## src/rtl/core/fqvd_pkg.sv

```systemverilog
// Shared request, status and field-width definitions for the deduplicating FIFO.
`default_nettype none

package fqvd_pkg;

    localparam int ReqW    = 2;
    localparam int StatW   = 2;
    localparam int ValW    = 32;
    localparam int MatchW  = 5;
    localparam int RemW    = 4;
    localparam int OccW    = 5;

    typedef logic [ReqW-1:0]  t_req;
    typedef logic [StatW-1:0] t_status;

    localparam t_req REQ_PUSH   = 2'd0;
    localparam t_req REQ_POP    = 2'd1;
    localparam t_req REQ_DEDUP  = 2'd2;

    localparam t_status STAT_OK    = 2'd0;
    localparam t_status STAT_EMPTY = 2'd1;
    localparam t_status STAT_FULL  = 2'd2;

endpackage

`default_nettype wire

```

## src/rtl/core/fqvd_ram.sv

```systemverilog
// Generic simple dual-port RAM with one write port and one registered read port.
`default_nettype none

module fqvd_ram #(
    parameter int WIDTH = 32,
    parameter int DEPTH = 16
) (
    input  wire logic                     i_clk,
    input  wire logic                     i_we,
    input  wire logic [$clog2(DEPTH)-1:0] i_waddr,
    input  wire logic [WIDTH-1:0]         i_wdata,
    input  wire logic [$clog2(DEPTH)-1:0] i_raddr,
    output logic      [WIDTH-1:0]         o_rdata
);

    logic [WIDTH-1:0] r_mem [DEPTH];

    always_ff @(posedge i_clk) begin
        if (i_we) begin
            r_mem[i_waddr] <= i_wdata;
        end
        o_rdata <= r_mem[i_raddr];
    end

endmodule

`default_nettype wire

```

## src/rtl/core/fifo_queue_with_value_dedup_top.sv

```systemverilog
// Top level of the bounded FIFO with push, pop and in-place repeat removal.
`default_nettype none

// The queue holds up to DEPTH signed 32-bit values in a circular buffer kept in a
// single simple dual-port RAM, with a head pointer and a fill count. Each accepted
// transaction gives exactly one result transaction. A push passes the states
// START and FIN, a pop START, POPW and FIN, as the head entry comes through
// the RAM's registered read port. Repeat removal walks the queue one entry per
// cycle through that same read port, compacting the kept entries through the
// write port behind it. The input is stalled for the whole of a transaction and
// while a finished result waits for the output register to free up. No clearing
// pass is needed after reset; only state, fill, head and output valid are reset.
module fifo_queue_with_value_dedup_top
    import fqvd_pkg::*;
#(
    parameter int DEPTH = 16
) (
    input  wire logic              i_clk,
    input  wire logic              i_rst_n,
    input  wire logic              i_in_valid,
    output logic                   o_in_stall,
    input  wire logic [ReqW-1:0]   i_req_type,
    input  wire logic signed [ValW-1:0] i_value,
    output logic                   o_out_valid,
    input  wire logic              i_out_stall,
    output logic [StatW-1:0]       o_status,
    output logic signed [ValW-1:0] o_popped_value,
    output logic [MatchW-1:0]      o_match_count,
    output logic [RemW-1:0]        o_removed_count,
    output logic [OccW-1:0]        o_occupancy
);

    localparam int AW = $clog2(DEPTH);
    localparam int CW = $clog2(DEPTH + 1);
    localparam int SW = CW + 1;

    localparam logic [2:0] S_IDLE  = 3'd0;
    localparam logic [2:0] S_START = 3'd1;
    localparam logic [2:0] S_POPW  = 3'd2;
    localparam logic [2:0] S_SCAN  = 3'd3;
    localparam logic [2:0] S_FIN   = 3'd4;

    // Physical slot of a logical offset from the head, wrapping at DEPTH.
    function automatic logic [AW-1:0] slot(input logic [AW-1:0] base,
                                           input logic [CW-1:0] off);
        logic [SW-1:0] sum;
        sum = SW'(base) + SW'(off);
        if (sum >= SW'(DEPTH)) begin
            sum = sum - SW'(DEPTH);
        end
        return sum[AW-1:0];
    endfunction

    logic [2:0]           r_state, n_state;
    logic [CW-1:0]        r_fill, n_fill;
    logic [AW-1:0]        r_head, n_head;
    logic [AW-1:0]        r_idx, n_idx;
    logic [CW-1:0]        r_wr_cnt, n_wr_cnt;
    logic [CW-1:0]        r_match, n_match;
    t_req                 r_req;
    logic [ValW-1:0]      r_val;
    t_status              r_status, n_status;
    logic [ValW-1:0]      r_popped, n_popped;
    logic                 r_out_valid;

    logic                 ram_we;
    logic [AW-1:0]        ram_waddr;
    logic [ValW-1:0]      ram_wdata;
    logic [AW-1:0]        ram_raddr;
    logic [ValW-1:0]      ram_rdata;

    logic                 in_acc;
    logic                 out_free;
    logic                 hit;
    logic                 keep;
    logic                 last;
    logic [31:0]          match_ext;
    logic [31:0]          rem_ext;
    logic [31:0]          occ_ext;

    fqvd_ram #(
        .WIDTH (ValW),
        .DEPTH (DEPTH)
    ) u_ram (
        .i_clk   (i_clk),
        .i_we    (ram_we),
        .i_waddr (ram_waddr),
        .i_wdata (ram_wdata),
        .i_raddr (ram_raddr),
        .o_rdata (ram_rdata)
    );

    assign o_in_stall = (r_state != S_IDLE);
    assign in_acc     = i_in_valid && !o_in_stall;
    assign out_free   = !r_out_valid || !i_out_stall;

    assign hit  = (ram_rdata == r_val);
    assign keep = !hit || (r_match == '0);
    assign last = (CW'(r_idx) == r_fill - CW'(1));

    // The read runs one entry ahead of the entry being judged, so the write,
    // which never passes the read, cannot disturb data not yet fetched.
    assign ram_raddr = (r_state == S_SCAN) ? slot(r_head, CW'(r_idx) + CW'(1)) : r_head;

    always_comb begin
        n_state   = r_state;
        n_fill    = r_fill;
        n_head    = r_head;
        n_idx     = r_idx;
        n_wr_cnt  = r_wr_cnt;
        n_match   = r_match;
        n_status  = r_status;
        n_popped  = r_popped;
        ram_we    = 1'b0;
        ram_waddr = slot(r_head, r_wr_cnt);
        ram_wdata = ram_rdata;

        unique case (r_state)
            S_IDLE: begin
                if (in_acc) begin
                    n_state  = S_START;
                    n_idx    = '0;
                    n_wr_cnt = '0;
                    n_match  = '0;
                    n_status = STAT_OK;
                    n_popped = '0;
                end
            end
            S_START: begin
                n_state = S_FIN;
                unique case (r_req)
                    REQ_PUSH: begin
                        if (r_fill == CW'(DEPTH)) begin
                            n_status = STAT_FULL;
                        end else begin
                            ram_we    = 1'b1;
                            ram_waddr = slot(r_head, r_fill);
                            ram_wdata = r_val;
                            n_fill    = r_fill + CW'(1);
                        end
                    end
                    REQ_POP: begin
                        if (r_fill == '0) begin
                            n_status = STAT_EMPTY;
                        end else begin
                            n_state = S_POPW;
                        end
                    end
                    REQ_DEDUP: begin
                        if (r_fill == '0) begin
                            n_status = STAT_EMPTY;
                        end else begin
                            n_state = S_SCAN;
                        end
                    end
                    default: begin
                        n_state = S_FIN;
                    end
                endcase
            end
            S_POPW: begin
                n_popped = ram_rdata;
                n_head   = slot(r_head, CW'(1));
                n_fill   = r_fill - CW'(1);
                n_state  = S_FIN;
            end
            S_SCAN: begin
                n_match = r_match + CW'(hit);
                if (keep) begin
                    ram_we   = 1'b1;
                    n_wr_cnt = r_wr_cnt + CW'(1);
                end
                n_idx = r_idx + AW'(1);
                if (last) begin
                    n_fill  = r_wr_cnt + CW'(keep);
                    n_state = S_FIN;
                end
            end
            S_FIN: begin
                if (out_free) begin
                    n_state = S_IDLE;
                end
            end
            default: begin
                n_state = S_IDLE;
            end
        endcase
    end

    always_ff @(posedge i_clk) begin
        if (!i_rst_n) begin
            r_state     <= S_IDLE;
            r_fill      <= '0;
            r_head      <= '0;
            r_out_valid <= 1'b0;
        end else begin
            r_state <= n_state;
            r_fill  <= n_fill;
            r_head  <= n_head;
            if (r_state == S_FIN && out_free) begin
                r_out_valid <= 1'b1;
            end else if (!i_out_stall) begin
                r_out_valid <= 1'b0;
            end
        end
    end

    always_ff @(posedge i_clk) begin
        r_idx    <= n_idx;
        r_wr_cnt <= n_wr_cnt;
        r_match  <= n_match;
        r_status <= n_status;
        r_popped <= n_popped;
        if (in_acc) begin
            r_req <= i_req_type;
            r_val <= i_value;
        end
    end

    // Counts are reported modulo their field widths.
    always_comb begin
        match_ext = 32'(r_match);
        rem_ext   = (r_match == '0) ? 32'd0 : 32'(r_match - CW'(1));
        occ_ext   = 32'(r_fill);
    end

    always_ff @(posedge i_clk) begin
        if (r_state == S_FIN && out_free) begin
            o_status        <= r_status;
            o_popped_value  <= r_popped;
            o_match_count   <= match_ext[MatchW-1:0];
            o_removed_count <= rem_ext[RemW-1:0];
            o_occupancy     <= occ_ext[OccW-1:0];
        end
    end

    assign o_out_valid = r_out_valid;

    a_fill_bound: assert property (@(posedge i_clk) disable iff (!i_rst_n)
        r_fill <= CW'(DEPTH))
        else $error("fill count beyond queue depth");

    a_accept_starts: assert property (@(posedge i_clk) disable iff (!i_rst_n)
        in_acc |=> r_state == S_START)
        else $error("accepted transaction did not start the sequencer");

    a_write_behind_read: assert property (@(posedge i_clk) disable iff (!i_rst_n)
        r_state == S_SCAN |-> r_wr_cnt <= CW'(r_idx))
        else $error("compaction write overtook the scan");

    a_scan_shrinks: assert property (@(posedge i_clk) disable iff (!i_rst_n)
        (r_state == S_SCAN && last) |=> r_fill <= $past(r_fill))
        else $error("repeat removal grew the queue");

    a_empty_occ: assert property (@(posedge i_clk) disable iff (!i_rst_n)
        (o_out_valid && o_status == STAT_EMPTY) |-> o_occupancy == '0)
        else $error("empty status with entries held");

endmodule

`default_nettype wire

```

## config.mk

```make
export PLATFORM = sky130hd
export DESIGN_NAME = fifo_queue_with_value_dedup_top
export DESIGN_NICKNAME = d
export VERILOG_FILES = /design/src/rtl/core/fqvd_pkg.sv /design/src/rtl/core/fqvd_ram.sv /design/src/rtl/core/fifo_queue_with_value_dedup_top.sv
export SDC_FILE = /design/constraint.sdc
export NUM_CORES = 1
export LEC_CHECK = 0
export BUFFER_PORTS_ARGS = -buffer_cell sky130_fd_sc_hd__buf_2
export CORE_UTILIZATION = 50
export DETAILED_ROUTE_END_ITERATION = 10
export PLACE_DENSITY = 0.78
export SYNTH_ARGS = -nofsm -noshare
export SYNTH_HDL_FRONTEND = slang
export SYNTH_SLANG_ARGS = --single-unit
```

## constraint.sdc

```tcl
create_clock -name i_clk -period 14.5 [get_ports i_clk]
set_input_delay 2.9 -clock i_clk [delete_from_list [all_inputs] [get_ports i_clk]]
set_output_delay 2.9 -clock i_clk [all_outputs]
set_load 0.02 [all_outputs]
```

==> qor.yml <==
final_antenna_net_count: 0
period_share_pct: 33.9
die_x_um: 236
h-tree-depth: 3
slew_violations: 0
synth.area.top_cells: "edfxtp_1, mux2i_1, dfxtp_1"
wl_per_cell_um: 24.2
dp.cells: 2452
synth_edf_count: 642
critPathLaunchType: "flip-flop"
fin_setup_tns_ps: 0
grt_most_used_layer: "met2"
synth_top_area_share_pct: 70.3
period_minus_slack_ps: 4920
ir_drop_mv: 0.0810
antenna_found_initial: 0
use_met3_pct: 3.51
fin_worst_skew_ps: 21.6
ys.flop_type: "edfxtp_1"
vias_per_cell: 6.08
status: "finished, final reports clean"
setup_viol: 0
first_pass_iters: 7
synth_warnings: 0
rows: 85
design_area_um2: 30700
tightest_slew_ps: 1200
initial_core_util_pct: 50.7
core_um2: 54000
pin_count: 88
cts_made_buffers: 66
ys_ff_latch: 687
finalNonFillerCells: 2571
max_freq_ghz: 0.203
utilization_pct: 56.8
num-nets-final: 1889
cts_resized: 0
grtUsageTotal_pct: 22.2
die_h_um: 236
cts_setup_buffers: 0
worstHoldStart: "r_popped[16]$_SDFFCE_PN0P_"
syn_to_final_growth_pct: 12.0
power_density_nw_per_um2: 131
dieArea_um2: 55800
dp_hpwl_um: 34700
synth_area_leader_cell: "edfxtp_1"
cts.sinks: 687
drc: 0
crit_required_ps: 15040
grt_first_pass_wirelength_um: 93100
path_class: "reg2reg"
maxCapViolCount: 0
crit_start: "r_state[0]$_SDFFE_PN0P_"
use_met1_pct: 28.8
cts_tree: "done"
r2r_start: "r_state[0]$_SDFFE_PN0P_"
gr-total-overflow: 0
syn_nets: 1801
clk_latency_ps: 600
synth.avg_cell_area_um2: 15.8
clk_path_buf_depth: 3
clockRootBuffer: "clkbuf_16"
num_vias: 15600
cp_data_arrival_time_ps: 5460
netlist_top_cells_count: "edfxtp_1, nand2_1, mux2i_1"
antenna_cells: 0
path_clk_slew_ps: 60
holdWs_ps: 414
hold_violations: 0
grt_util_met2_pct: 37.2
async_flop_share_pct: 0
synth_cells: 1736
rsz0062_at_grt: "false"
holdCritPathClass: "reg2reg"
yosysSeqAreaShare_pct: 73.6
path_max_fanout: 74
io_buffers: 87
grt_pass1_vias: 15600
cts_hold_buf: 0
end_kind: "flip-flop"
max_slew_margin_pct: 19.9
wirelength_um: 62100
syn_area_um2: 27400
drive_gt1_share_pct: 16.3
p_leak_nw: 10.6
synth_cell_types: 55
yosysMostFrequentCell: "edfxtp_1"
placed_area_um2: 28600
grt_max_degree: 166
drt-initial-drc-count: 1824
gp_congestion: 0.856
placed cells by master (no fill, tap or decap), drive strengths merged, types with 4 or more instances in the layout:
master,synthesis,routed
edfxtp,642,642
nand2,216,216
mux2i,131,131
buf,43,116
clkbuf,53,92
nor2,71,71
mux2,69,69
xnor2,49,49
dfxtp,45,45
a21oi,45,45
and2,44,44
o22ai,38,38
a221oi,33,33
o221ai,32,32
a32o,31,31
o22a,31,31
ha,24,24
inv,15,17
nand4,16,16
nand3,16,16
o21ai,16,16
clkinv,0,16
xor2,8,8
nor2b,7,7
nor3,6,6
o211ai,5,5
bufinv,0,5
nor3b,5,5
nand2b,4,4
a22oi,4,4
clkinvlp,0,4
where the power goes:
part	switching (mW)	internal, mW
clock network	0.705	0.971
logic	0.0871	0.0343
registers	0.0241	2.21
total	0.816	3.21
registers in the layout, indices dropped and copies added, names as in the netlist, 5 cells and up:
register,cells
o_match_count,5
r_val,32
o_occupancy,5
u_ram.r_mem,512
u_ram.o_rdata,32
r_wr_cnt,5
r_match,5
r_fill,5
o_popped_value,32
r_popped,32
worst max-delay path, cell delays in order (launching register included):
cell	delay [ps]
dfxtp_1	710
and3b_1	780
mux2i_4	330
buf_4	660
buf_4	880
nor2_4	480
a221oi_1	500
o22a_1	210
area by class of cell:
cell class              count  area [um2]
flip-flops and latches    687       20200
clock inverters            27         269
repair buffers            116         666
fillers                  4031       23300
clock buffers              92        1820
inverters                  15        56.3
well taps                 696         871
multi-input cells         938        6840
cells by family (layout without fill, tap and decap cells):
kind of cell,Yosys count,in the layout,share of synthesized area (%)
compound gates,250,250,6.86
xor+xnor,57,57,1.82
fa+ha+maj,27,27,1.31
buf+inv,111,250,2.11
flops,687,687,73.6
mux,200,200,7.66
simple gates,404,404,6.60
path summary, 6_finish.rpt:
kind | end | slack [ps] | cells past startpoint
hold / removal | o_popped_value[16]$_DFFE_PP_ | 410 | 0
setup reg to reg | u_ram.o_rdata[27]$_DFF_P_ | 9580 | 7
hold reg to reg | o_popped_value[16]$_DFFE_PP_ | 410 | 0
setup / recovery | u_ram.o_rdata[27]$_DFF_P_ | 9580 | 7
metal layers:
metal	part of all wire [%]	wire (um)
met1	39	24000
met2	49	30500
met3	8.6	5340
met4	3.7	2270
met5	0	0
metrics by stage:
stage	setup slack (ps)	power, mW
global placement	9900	2.38
floorplan	8760	2.34
global route	9390	4.13
CTS	9760	4.04
finish	9580	4.03
detailed placement	9820	2.39
Power figures use the tool's default switching activity.
